### config.mk
export PLATFORM = sky130hd
export DESIGN_NAME = sfr_queue
export DESIGN_NICKNAME = d
export VERILOG_FILES = /design/src/hw/rtl/sfr_pkg.sv /design/src/hw/rtl/sfr_queue.sv
export SDC_FILE = /design/constraint.sdc
export NUM_CORES = 1
export LEC_CHECK = 0
export ABC_AREA = 1
export BUFFER_PORTS_ARGS = -buffer_cell sky130_fd_sc_hd__buf_4
export CORE_MARGIN = 1
export CORE_UTILIZATION = 45
export DETAILED_ROUTE_END_ITERATION = 8
export MAX_ROUTING_LAYER = met4
export PLACE_DENSITY = 0.73
export RECOVER_POWER = 100
export SLEW_MARGIN = 30
export SYNTH_ARGS = -nofsm -noshare
export SYNTH_HDL_FRONTEND = slang
export SYNTH_SLANG_ARGS = --single-unit
export TNS_END_PERCENT = 30
### constraint.sdc
create_clock -name clk -period 3.15 [get_ports clk]
set_clock_uncertainty 0.15 [all_clocks]
set_input_delay 0.945 -clock clk [delete_from_list [all_inputs] [get_ports clk]]
set_output_delay 0.945 -clock clk [all_outputs]
set_load 0.01 [all_outputs]
### src/hw/rtl/sfr_pkg.sv
// Shared types and constants for the SYN flood rate detector.
// Used by every module of the block except sfr_ram; depends on nothing.
`timescale 1ns / 1ps

package sfr_pkg;

	typedef enum logic [2:0] {
		V_SHORT    = 3'd0,
		V_NOT_TCP  = 3'd1,
		V_PORT     = 3'd2,
		V_NOT_SYN  = 3'd3,
		V_LOOPBACK = 3'd4,
		V_COUNTED  = 3'd5,
		V_ALERTED  = 3'd6
	} verdict_t;

	typedef enum logic [1:0] {
		REG_TARGET_PORT   = 2'd0,
		REG_SYN_THRESHOLD = 2'd1,
		REG_WINDOW_TICKS  = 2'd2
	} cfg_reg_t;

	typedef enum logic [1:0] {
		BS_CLEAR,
		BS_IDLE,
		BS_UPDATE
	} back_state_t;

	localparam int TABLE_ENTRIES = 1024;

	localparam logic [15:0] PORT_HTTPS     = 16'd443;
	localparam logic [15:0] PORT_ALT       = 16'd8000;
	localparam logic [7:0]  FLAG_SYN       = 8'h02;
	localparam logic [7:0]  FLAG_ACK       = 8'h10;
	localparam logic [31:0] ADDR_LOOPBACK  = 32'h7F00_0001;
	localparam logic [31:0] ADDR_ZERO      = 32'h0000_0000;
	localparam logic [15:0] MIN_PACKET     = 16'd40;
	localparam logic [15:0] TCP_HDR_BYTES  = 16'd20;
	localparam logic [3:0]  IP_VERSION_4   = 4'd4;
	localparam logic [7:0]  PROTO_TCP      = 8'd6;
	localparam logic [15:0] COUNT_MAX      = 16'hFFFF;

	localparam logic [15:0] TARGET_PORT_RST   = 16'd80;
	localparam logic [15:0] SYN_THRESHOLD_RST = 16'd150;
	localparam logic [31:0] WINDOW_TICKS_RST  = 32'd1000;

	// One classified request on its way from the front to the back.
	typedef struct packed {
		verdict_t    verdict;
		logic [31:0] src_address;
		logic [31:0] timestamp;
	} item_t;

	// One tracker in the source table.
	typedef struct packed {
		logic        valid;
		logic [31:0] tag;
		logic [31:0] win_origin;
		logic [15:0] syn_total;
		logic        flagged;
	} entry_t;

	typedef struct packed {
		logic [15:0] window_count;
		logic [31:0] alert_address;
		logic        alert;
		verdict_t    verdict;
	} result_t;

endpackage

### src/hw/rtl/sfr_queue.sv
// Short request queue between the classifying front and the table back end.
// Depends on sfr_pkg for the item type.
`timescale 1ns / 1ps

module sfr_queue #(
	parameter int DEPTH = 4
) (
	input  logic          clk,
	input  logic          arst_n,
	input  logic          push,
	input  sfr_pkg::item_t push_item,
	output logic          full,
	input  logic          pop,
	output logic          head_valid,
	output sfr_pkg::item_t head_item
);

	localparam int PTR_W = (DEPTH > 1) ? $clog2(DEPTH) : 1;
	localparam int CNT_W = $clog2(DEPTH + 1);

	sfr_pkg::item_t slots_q [DEPTH];
	logic [PTR_W-1:0] wr_ptr_q;
	logic [PTR_W-1:0] rd_ptr_q;
	logic [CNT_W-1:0] count_q;

	assign full       = (count_q == CNT_W'(DEPTH));
	assign head_valid = (count_q != '0);
	assign head_item  = slots_q[rd_ptr_q];

	always_ff @(posedge clk) begin
		if (push) begin
			slots_q[wr_ptr_q] <= push_item;
		end
	end

	always_ff @(posedge clk or negedge arst_n) begin
		if (!arst_n) begin
			wr_ptr_q <= '0;
			rd_ptr_q <= '0;
			count_q  <= '0;
		end else begin
			if (push) begin
				wr_ptr_q <= (wr_ptr_q == PTR_W'(DEPTH - 1)) ? '0 : wr_ptr_q + PTR_W'(1);
			end
			if (pop) begin
				rd_ptr_q <= (rd_ptr_q == PTR_W'(DEPTH - 1)) ? '0 : rd_ptr_q + PTR_W'(1);
			end
			if (push && !pop) begin
				count_q <= count_q + CNT_W'(1);
			end else if (pop && !push) begin
				count_q <= count_q - CNT_W'(1);
			end
		end
	end

endmodule

==> results.py <==
metrics = {
    "logic_synthesis": {
        "yosysWarnings": 0,
        "ys_seq_area_share_pct": 74.8,
        "synth_area_leaders": "edfxtp_1 (73%), o211ai_1 (9.2%), nand2_1 (7.4%)",
        "synth_edf_count": 268,
        "syn_area_sq_um": 11000,
        "async_flop_share_pct": 2.55,
        "synth_area_leader_cell": "edfxtp_1",
        "synth_top_area_share_pct": 73.2,
        "synthCells": 835,
        "ys_types": 19,
        "synthFlopType": "edfxtp_1",
        "syn_nets": 913,
        "syn_area_per_cell_sq_um": 13.2,
        "synth_most_common_cell": "edfxtp_1",
        "synth_seq_cells": 275,
        "synth_common_cells": "edfxtp_1 (268), nand2_1 (217), inv_1 (145)",
    },
    "critical_path": {
        "arrival_ps": 1900,
        "slowest_stage": "dfrtp_2",
        "crit_type": "flop to primary output",
        "worst-path-max-fanout": 37,
        "cp_cell_sequence": "inv_4 > o211ai_1 > nand2_1 > clkbuf_1",
        "required_ps": 2050,
        "crit_path_end_kind": "primary output",
        "timing.rr.start": "wr_ptr_q[1]$_DFFE_PN0P_",
        "cp_slowest_stage_delay_ps": 540,
        "startpoint": "rd_ptr_q[0]$_DFFE_PN0P_",
        "setup.worst_path.start_class": "flop",
    },
    "grt": {
        "grt_max_degree": 69,
        "grt_use_total_pct": 17.4,
        "antenna_found_initial": 2,
        "met2_usage_pct": 29.3,
        "grt_use_met3_pct": 3.76,
        "grt.met1_usage_pct": 21.2,
        "grt_pass1_wl_mm": 32.2,
        "grt_pass1_vias": 6365,
        "overflow": 0,
        "busiest_layer": "met2",
    },
    "clock_tree": {
        "clkSinkCount": 275,
        "path_clk_slew_ps": 60,
        "clock_tree.root_cell": "clkbuf_16",
        "cts_tree": "done",
        "post-cts-setup-buffer-count": 0,
        "numCtsBuffers": 29,
        "insertion_delay_ps": 540,
        "htreeDepth": 1,
        "clock_path_buffers": 3,
    },
    "die": {
        "fp.dieH_um": 158,
        "die_x_um": 158,
        "die-area_sq_um": 25100,
        "initial_core_util_pct": 46.4,
        "boundaryPins": 140,
        "core-area_sq_um": 23700,
        "row_count": 56,
    },
    "timing": {
        "rsz0062_at_grt": "no",
        "max_freq_ghz": 0.333,
        "hold_viol": 0,
        "fin_crit_sh_pct": 95.2,
        "layout_setup_ws_ps": 151,
        "final_max_slew_viol_count": 27,
        "period_needed_ps": 3000,
        "hold_ws_ps": 164,
        "worstMarginPinSlew_ps": 1710,
        "fin_tns_setup_ps": 0,
        "slew_headroom_pct": -14.1,
        "setup_viol": 0,
    },
    "min_path": {
        "min_path_type": "input port to asynchronous set/reset pin",
    },
    "detailed_routing": {
        "vias": 6393,
        "drtIter0Drc": 330,
        "drc": 0,
        "firstDrtPassIters": 4,
        "wirelength_mm": 20.6,
        "viasPerCell": 4.84,
        "wl_per_cell_um": 15.6,
        "antenna_left": 0,
    },
    "finish": {
        "nets": 1058,
        "drive_gt1_share_pct": 8.79,
        "final_area_sq_um": 12900,
        "syn_to_final_growth_pct": 17.0,
        "fillers": 2041,
    },
    "power": {
        "ir_drop_v": 0.000456,
        "p_leak_nw": 4.93,
        "p_per_area_nw_per_um2": 900,
    },
    "run_status": {
        "failed_checks": "max-capacitance violations, max-slew violations",
        "status": "finished with violations",
    },
    "placement": {
        "portBuffers": 139,
        "gp_congestion": 0.757,
        "post-place-ws_ps": 514,
        "dp_hpwl_mm": 11.3,
        "dpl_cell_area_sq_um": 12500,
    },
    "flow_run": {
        "max_cap_violations": 1,
    },
}
-- through the flow --
step / cells / utilization (%) / power [mW]
CTS: 1320 / 56.6 / 12.2
floorplan: 835 / - / 7.19
global placement: 1266 / 52.6 / 8.80
detailed placement: 1266 / 52.6 / 8.89
finish: 1322 / 54.3 / 11.6
global route: 1322 / 54.3 / 12.3
-- worst paths after layout --
kind / end / slack, ps / depth (start not counted)
setup / recovery: head_item[1] / 150 / 4
hold / removal: count_q[0]$_DFFE_PN0P_ / 160 / 1
setup reg to reg: slots_q[1][6]$_DFFE_PP_ / 530 / 5
hold reg to reg: count_q[2]$_DFFE_PN0P_ / 330 / 2
max in group asynchronous: rd_ptr_q[1]$_DFFE_PN0P_ / 2360 / 1
min in group clk: count_q[2]$_DFFE_PN0P_ / 330 / 2
-- registers in the layout, indices dropped and copies added (netlist names) --
register  flops
count_q       3
rd_ptr_q      2
wr_ptr_q      2
slots_q     268
-- power breakdown --
group	internal [mW]	switching [mW]	total, mW	leakage [nW]
sequential	4.71	0.176	4.89	2.54
combinational	1.13	2.33	3.46	1.95
clock	1.92	1.32	3.23	0.440
total	7.76	3.82	11.6	4.93
-- area by class of cell --
cell class,instances,area (sq um),share of cell area [%]
sequential,275,8230,64.0
tap,319,399,3.10
timing repair inverter,2,15.0,0.117
clock inverter,20,176,1.37
antenna,2,5.00,0.0389
clock buffer,32,737,5.73
inverter,147,573,4.46
timing repair buffer,156,754,5.87
multi-input combinational,369,1970,15.3
-- worst max-delay path: cells and delay by family, from the launching register on --
family                 cells  cell delay (ps)
AND/OR/NAND/NOR            1              100
flip-flops                 1              540
buffers and inverters      2              590
AO/OA/AOI/OAI              1              130
-- metal layers --
layer,vias up,share of wire (%)
met5,-,0
met2,145,49
li1,3206,-
met3,30,5.5
met4,0,1.8
met1,3012,44
-- timing repair --
| action | CTS | global route |
|---|---|---|
| endpoints found under the setup margin | 15 | 27 |
| pin swaps | 0 | 0 |
| hold buffers | 0 | 0 |
| cloned | 2 | 0 |
| gates resized for setup | 3 | 2 |
-- placed cells by master, fill, tap and decap left out, drive strengths merged --
cell type and n:
ha 6, nand3 1, clkbuf 167, buf 21, fa 1, nand4 1
o211ai 134, bufinv 3, nand2 217, inv 146, diode 2, dfrtp 7
edfxtp 268, o21ai 4, nor3 1, xnor2 1, clkinvlp 7, clkinv 13
nor2 3
-- cells by family (layout without fill, tap and decap cells) --
kind of cell	count (synthesis)	count (layout)	share of synthesized area [%]
DFF	275	275	74.8
and+or+nand+nor	223	223	7.66
buffers and inverters	191	357	7.26
AOI/OAI and AO/OA	138	138	9.33
adders and majority gates	7	7	0.865
xor gates and xnor gates	1	1	0.0797
other	0	2	0
No activity file was read; power rests on OpenSTA's default activity.
