==> src/hw/rtl/sfr_pkg.sv <==
// Shared types and constants for the SYN flood rate detector.
// Used by every module of the block except sfr_ram; depends on nothing.
`timescale 1ns / 1ps

package sfr_pkg;

	typedef enum logic [2:0] {
		V_SHORT    = 3'd0,
		V_NOT_TCP  = 3'd1,
		V_PORT     = 3'd2,
		V_NOT_SYN  = 3'd3,
		V_LOOPBACK = 3'd4,
		V_COUNTED  = 3'd5,
		V_ALERTED  = 3'd6
	} verdict_t;

	typedef enum logic [1:0] {
		REG_TARGET_PORT   = 2'd0,
		REG_SYN_THRESHOLD = 2'd1,
		REG_WINDOW_TICKS  = 2'd2
	} cfg_reg_t;

	typedef enum logic [1:0] {
		BS_CLEAR,
		BS_IDLE,
		BS_UPDATE
	} back_state_t;

	localparam int TABLE_ENTRIES = 1024;

	localparam logic [15:0] PORT_HTTPS     = 16'd443;
	localparam logic [15:0] PORT_ALT       = 16'd8000;
	localparam logic [7:0]  FLAG_SYN       = 8'h02;
	localparam logic [7:0]  FLAG_ACK       = 8'h10;
	localparam logic [31:0] ADDR_LOOPBACK  = 32'h7F00_0001;
	localparam logic [31:0] ADDR_ZERO      = 32'h0000_0000;
	localparam logic [15:0] MIN_PACKET     = 16'd40;
	localparam logic [15:0] TCP_HDR_BYTES  = 16'd20;
	localparam logic [3:0]  IP_VERSION_4   = 4'd4;
	localparam logic [7:0]  PROTO_TCP      = 8'd6;
	localparam logic [15:0] COUNT_MAX      = 16'hFFFF;

	localparam logic [15:0] TARGET_PORT_RST   = 16'd80;
	localparam logic [15:0] SYN_THRESHOLD_RST = 16'd150;
	localparam logic [31:0] WINDOW_TICKS_RST  = 32'd1000;

	// One classified request on its way from the front to the back.
	typedef struct packed {
		verdict_t    verdict;
		logic [31:0] src_address;
		logic [31:0] timestamp;
	} item_t;

	// One tracker in the source table.
	typedef struct packed {
		logic        valid;
		logic [31:0] tag;
		logic [31:0] win_origin;
		logic [15:0] syn_total;
		logic        flagged;
	} entry_t;

	typedef struct packed {
		logic [15:0] window_count;
		logic [31:0] alert_address;
		logic        alert;
		verdict_t    verdict;
	} result_t;

endpackage

==> src/hw/rtl/sfr_front.sv <==
// Front end: takes header summaries and classifies them into drop verdicts
// or table lookups. Depends on sfr_pkg.
`timescale 1ns / 1ps

module sfr_front (
	input  logic           s_valid,
	output logic           s_ready,
	input  logic [3:0]     ip_version,
	input  logic [3:0]     header_words,
	input  logic [7:0]     protocol,
	input  logic [15:0]    packet_length,
	input  logic [31:0]    src_address,
	input  logic [15:0]    dest_port,
	input  logic [7:0]     tcp_flags,
	input  logic [31:0]    timestamp,
	input  logic [15:0]    target_port,
	input  logic           clearing,
	input  logic           queue_full,
	output logic           push,
	output sfr_pkg::item_t push_item
);

	logic [15:0] min_len;

	assign s_ready = !queue_full && !clearing;
	assign push    = s_valid && s_ready;
	assign min_len = {10'd0, header_words, 2'b00} + sfr_pkg::TCP_HDR_BYTES;

	always_comb begin
		push_item.src_address = src_address;
		push_item.timestamp   = timestamp;
		if (packet_length < sfr_pkg::MIN_PACKET) begin
			push_item.verdict = sfr_pkg::V_SHORT;
		end else if (ip_version != sfr_pkg::IP_VERSION_4 || protocol != sfr_pkg::PROTO_TCP) begin
			push_item.verdict = sfr_pkg::V_NOT_TCP;
		end else if (packet_length < min_len) begin
			push_item.verdict = sfr_pkg::V_SHORT;
		end else if (dest_port != target_port && dest_port != sfr_pkg::PORT_HTTPS
				&& dest_port != sfr_pkg::PORT_ALT) begin
			push_item.verdict = sfr_pkg::V_PORT;
		end else if ((tcp_flags & sfr_pkg::FLAG_SYN) == 8'd0
				|| (tcp_flags & sfr_pkg::FLAG_ACK) != 8'd0) begin
			push_item.verdict = sfr_pkg::V_NOT_SYN;
		end else if (src_address == sfr_pkg::ADDR_LOOPBACK
				|| src_address == sfr_pkg::ADDR_ZERO) begin
			push_item.verdict = sfr_pkg::V_LOOPBACK;
		end else begin
			// Passed every filter: the back end looks the source up.
			push_item.verdict = sfr_pkg::V_COUNTED;
		end
	end

endmodule

==> config.mk <==
export PLATFORM = sky130hd
export DESIGN_NAME = sfr_front
export DESIGN_NICKNAME = d
export VERILOG_FILES = /design/src/hw/rtl/sfr_pkg.sv /design/src/hw/rtl/sfr_front.sv
export SDC_FILE = /design/constraint.sdc
export NUM_CORES = 1
export LEC_CHECK = 0
export ABC_AREA = 1
export BUFFER_PORTS_ARGS = -buffer_cell sky130_fd_sc_hd__buf_2
export CAP_MARGIN = 20
export CORE_AREA = 2 2 82 84
export DETAILED_ROUTE_END_ITERATION = 6
export DIE_AREA = 0 0 84 86
export PLACE_DENSITY_LB_ADDON = 0.05
export SLEW_MARGIN = 20
export SYNTH_ARGS = -nofsm -noshare
export SYNTH_HDL_FRONTEND = slang
export SYNTH_SLANG_ARGS = --single-unit
==> constraint.sdc <==
create_clock -name vclk -period 1.1
set_input_delay 0.055 -clock vclk [all_inputs]
set_output_delay 0.055 -clock vclk [all_outputs]
set_load 0.02 [all_outputs]
==> impl_metrics.py, run 1 <==
metrics = {
    "yosys": {
        "mappedNetlistArea_mm2": 0.00135,
        "yosysSeqAreaShare_pct": 0,
        "syn_inst": 261,
        "syn_avg_cell_area_um2": 5.17,
        "yosysWarnings": 0,
        "syn_nets": 405,
        "yosysTopAreaCell": "buf_4",
        "synth.distinct_cells": 20,
        "yosys-top-cells-count": "nand2_1 (66), buf_4 (64), nor2_1 (52)",
        "synth_area_leaders": "buf_4 (36%), nand2_1 (18%), nor2_1 (14%)",
        "synth.most_common_cell": "nand2_1",
        "synth_top_area_share_pct": 35.6,
    },
    "sta": {
        "fmax_mhz": 651,
        "hold_viol": 0,
        "worstMarginPinSlew_ps": 325,
        "fin_crit_ps": 1540,
        "rsz0062_at_grt": "true",
        "setup_slack_ps": -436,
        "holdWs_ps": 110,
        "slew_violations": 0,
        "setup_viol": 3,
        "tns_ps": -1260,
        "fin_crit_sh_pct": 140,
        "max_slew_margin_pct": 78.1,
    },
    "placed_design": {
        "port_buffers": 136,
        "place.gp.congestion": 0.721,
        "dp_cells": 418,
        "hpwl_um": 3760,
        "post_dp_cell_area_mm2": 0.00174,
    },
    "route": {
        "avgViaCountPerCell": 3.93,
        "vias": 1647,
        "finalWirelength_um": 4070,
        "drc_errors": 0,
        "firstDrtPassIters": 4,
        "drt_iter0_drc": 18,
        "wl_per_cell_um": 9.72,
        "antenna_left": 0,
    },
    "floorplan": {
        "die_h_um": 86,
        "start_util_pct": 21.5,
        "io_pins": 208,
        "coreArea_mm2": 0.00628,
        "row_count": 29,
        "die_area_mm2": 0.00722,
        "die_w_um": 84,
    },
    "final_layout": {
        "finalNetCount": 488,
        "area_growth_syn_to_layout_pct": 34.9,
        "flops_and_latches": 0,
        "antenna_cells": 0,
        "fin_area_mm2": 0.00182,
        "nClkBuffers": 0,
        "seqCellArea_um2": 0,
        "drive_gt1_share_pct": 46.8,
        "fillers": 752,
        "final_cells": 419,
    },
    "worst_hold_path": {
        "min_path_type": "input port to output port",
        "min_from": "timestamp[10]",
        "holdPathStages": 0,
    },
    "power_and_ir_drop": {
        "ir_drop_v": 0.000121,
        "p_per_area_mw_per_mm2": 330,
        "design_power_total_uw": 601,
        "leakage_nw": 1.15,
    },
    "worst_setup_path": {
        "cp-start-kind": "input port",
        "endpoint_kind": "output port",
        "worstPathArrival_ps": 1480,
        "crit_start": "header_words[0]",
        "crit_fanout": 3,
        "critical_path_required_ps": 1040,
        "crit_type": "input port to output port",
    },
    "grt": {
        "grt-ovfl-total": 0,
        "grt_pass1_wl_um": 6110,
        "grt_util_all_layers_pct": 9.88,
        "antenna_found_initial": 0,
        "grt_pass1_vias": 1441,
        "grt_start_max_net_pins": 5,
    },
    "job": {
        "max-cap-violations": 0,
    },
    "outcome": {
        "violations": "setup timing",
        "outcome": "finished, violations left",
    },
    "clock_network": {
        "ctsHoldBuffers": 0,
    },
}
==> placed cells by master, fill, tap and decap left out, drive strengths merged <==
master	synthesis	routed
nor3	4	4
buf	64	145
nand3b	1	1
nor3b	2	2
ha	5	5
inv	39	39
xor2	2	2
nand4	7	7
nor4	1	1
o21a	1	1
a21oi	4	4
nand2	67	67
nand3	9	9
nor2	52	52
o21ai	3	3
==> worst max-delay path, stage by stage <==
cell     delay (ps)
buf_8           100
a21oi_2         130
xor2_1          160
ha_1            270
a21oi_2         130
nor2_1           60
nor3_2          120
nand3_2         140
nand3_4         140
nor2_4           50
buf_6           120
==> final timing paths <==
| check | end |
|---|---|
| hold / removal | push_item[10] |
| setup / recovery | push_item[66] |
==> cells by family (layout without fill, tap and decap cells) <==
family,after synthesis,count (layout),synth area share [%]
AOI/OAI and AO/OA,8,8,3.43
and+or+nand+nor,143,143,44.2
buffers and inverters,103,184,46.4
adders and majority gates,5,5,4.63
xor gates and xnor gates,2,2,1.30
==> stage by stage <==
stage               worst slack, ps  util, %
detailed placement             -558     27.8
finish                         -436     29.0
global placement               -548     27.8
CTS                            -480     28.5
global route                   -550     29.0
floorplan                      -181        -
==> report_power, final <==
part | switching [mW] | total [mW] | internal [mW]
sequential | 0 | 0 | 0
combinational | 0.319 | 0.601 | 0.282
clock | 0 | 0 | 0
==> per-layer routing <==
layer,routed length (um),vias up,global-route usage [%]
met3,412,6,1.06
met1,1690,653,12.4
li1,-,890,-
met2,1950,98,18.8
met5,0,-,0
met4,27,0,1.03
==> final cells by class <==
type | instances | area [um^2] | share of cell area [%]
tap | 77 | 96.3 | 5.29
timing repair buffer | 145 | 787 | 43.2
inverter | 39 | 146 | 8.04
multi-input combinational | 158 | 792 | 43.5
==> what timing repair did <==
item | CTS | global route
hold endpoints to repair | 0 | 0
pin swaps | 4 | 8
resized for setup | 13 | 6
setup endpoints to repair | 3 | 3
setup buffers | 1 | 0
Power figures use the tool's default switching activity.
==> inputs of run 2 (changes only) <==
--- a/config.mk
+++ b/config.mk
@@ -8,9 +8,9 @@
 export ABC_AREA = 1
 export BUFFER_PORTS_ARGS = -buffer_cell sky130_fd_sc_hd__buf_2
 export CAP_MARGIN = 20
-export CORE_AREA = 2 2 82 84
+export CORE_AREA = 2 2 80 82
 export DETAILED_ROUTE_END_ITERATION = 6
-export DIE_AREA = 0 0 84 86
+export DIE_AREA = 0 0 82 84
 export PLACE_DENSITY_LB_ADDON = 0.05
 export SLEW_MARGIN = 20
 export SYNTH_ARGS = -nofsm -noshare
==> constraint.sdc (replaced) <==
create_clock -name vclk -period 1.9
set_input_delay 0.095 -clock vclk [all_inputs]
set_output_delay 0.095 -clock vclk [all_outputs]
set_load 0.02 [all_outputs]
==> run 2 against run 1 <==
The flow now finishes without violations. Combinational power is 47% lower. Final cell count fell by 2.1%. Sequential share of layout area unchanged. Global-route usage shrank 0.60 points. Via count is 4.4% lower. Flip-flop and latch count unchanged. Die area shrank 4.7%. First-iteration DRC count grew 78%. Largest power group unchanged. Highest routed layer unchanged.
==> impl_metrics.py, run 2 (synthesis results as in run 1) <==
metrics = {
    "outcome": {
        "outcome": "completed",
    },
    "job": {
        "max-cap-violations": 0,
    },
    "final_layout": {
        "seqCellArea_um2": 0,
        "final_core_util_pct": 27.1,
        "final_cell_mix": "buf_2 (135), nand2_1 (66), nor2_1 (52), inv_1 (37), nand3_1 (8)",
        "nClkBuffers": 0,
        "antenna_cells": 0,
        "area_growth_syn_to_layout_pct": 22.5,
        "flops_and_latches": 0,
        "fin_area_mm2": 0.00165,
        "layout_commonest_cell": "buf_2",
        "fillers": 756,
        "drive_gt1_share_pct": 42.9,
        "multi_input_area_um2": 728,
        "finalNetCount": 479,
    },
    "placed_design": {
        "place.gp.congestion": 0.694,
        "hpwl_um": 3530,
        "port_buffers": 136,
        "dp_slack_ps": 137,
        "post_dp_cell_area_mm2": 0.00165,
    },
    "sta": {
        "fin_crit_sh_pct": 88.3,
        "setup_slack_ps": 222,
        "holdWs_ps": 190,
        "setup_viol": 0,
        "slew_violations": 0,
        "fin_crit_ps": 1680,
        "max_slew_margin_pct": 83.5,
        "worstMarginPinSlew_ps": 246,
        "fmax_mhz": 596,
        "rsz0062_at_grt": "false",
        "tns_ps": 0,
        "hold_viol": 0,
    },
    "worst_setup_path": {
        "crit_type": "input port to output port",
        "cp-start-kind": "input port",
        "cp_top_family": "adder cells",
        "slowest_stage": "ha_1",
        "slowest_delay_ps": 270,
        "endpoint_kind": "output port",
        "critical_path_required_ps": 1800,
        "crit_path_cell_trace": "buf_2 -> ha_1 -> xor2_1 -> ha_1 -> nand2_1 -> nor2_1 -> o21ai_1 -> nand3_1 -> nand3_1 -> a21oi_1 -> buf_4",
        "crit_fanout": 3,
        "worstPathArrival_ps": 1580,
        "critPathBufInv": 2,
    },
    "worst_hold_path": {
        "min_path_type": "input port to output port",
    },
    "grt": {
        "antenna_found_initial": 0,
        "grt_start_max_net_pins": 5,
        "grt_util_all_layers_pct": 9.29,
        "grt_pass1_vias": 1267,
        "grt_pass1_wl_um": 5280,
        "grt-ovfl-total": 0,
    },
    "clock_network": {
        "post_cts_buffers": 0,
        "ctsHoldBuffers": 0,
        "cts_resized": 0,
    },
    "power_and_ir_drop": {
        "leakage_nw": 1.09,
        "p_per_area_mw_per_mm2": 193,
        "ir_drop_v": 0.0000577,
    },
    "floorplan": {
        "coreArea_mm2": 0.00610,
        "die_area_mm2": 0.00689,
        "io_pins": 208,
        "die_h_um": 84,
        "die_w_um": 82,
        "start_util_pct": 22.1,
        "row_count": 29,
    },
    "route": {
        "antenna_left": 0,
        "vias": 1574,
        "wl_per_cell_um": 8.98,
        "firstDrtPassIters": 4,
        "drt_iter0_drc": 32,
        "avgViaCountPerCell": 3.84,
        "drc_errors": 0,
        "finalWirelength_um": 3680,
    },
}
[run 2: per-layer routing]
layer	up-vias	share of wire (%)	wire [um]	global-route usage, %
met5	-	0	0	0
met4	0	0.14	5	0.606
met3	2	12	426	0.866
met2	91	49	1810	18.0
met1	607	39	1440	11.1
li1	874	-	-	-
[run 2: final timing paths]
check | start | slack [ps] | depth (start not counted) | end
setup / recovery | header_words[0] | 220 | 11 | push_item[65]
hold / removal | timestamp[12] | 190 | 0 | push_item[12]
[run 2: report_power, final]
| group | total [mW] | internal [mW] | leakage [nW] | switching (mW) |
|---|---|---|---|---|
| combinational | 0.320 | 0.146 | 1.09 | 0.174 |
| clock | 0 | 0 | 0 | 0 |
| sequential | 0 | 0 | 0 | 0 |
[run 2: stage by stage]
step,std cells,power [mW]
2_1_floorplan,261,0.296
3_3_place_gp,410,0.323
3_5_place_dp,410,0.323
4_1_cts,410,0.324
5_1_grt,410,0.368
6_report,410,0.320
[run 2: cell type report]
class / instances / share of cell area (%)
inverter: 39 / 8.85
multi-input combinational: 158 / 44.0
tap: 77 / 5.82
timing repair buffer: 136 / 41.3
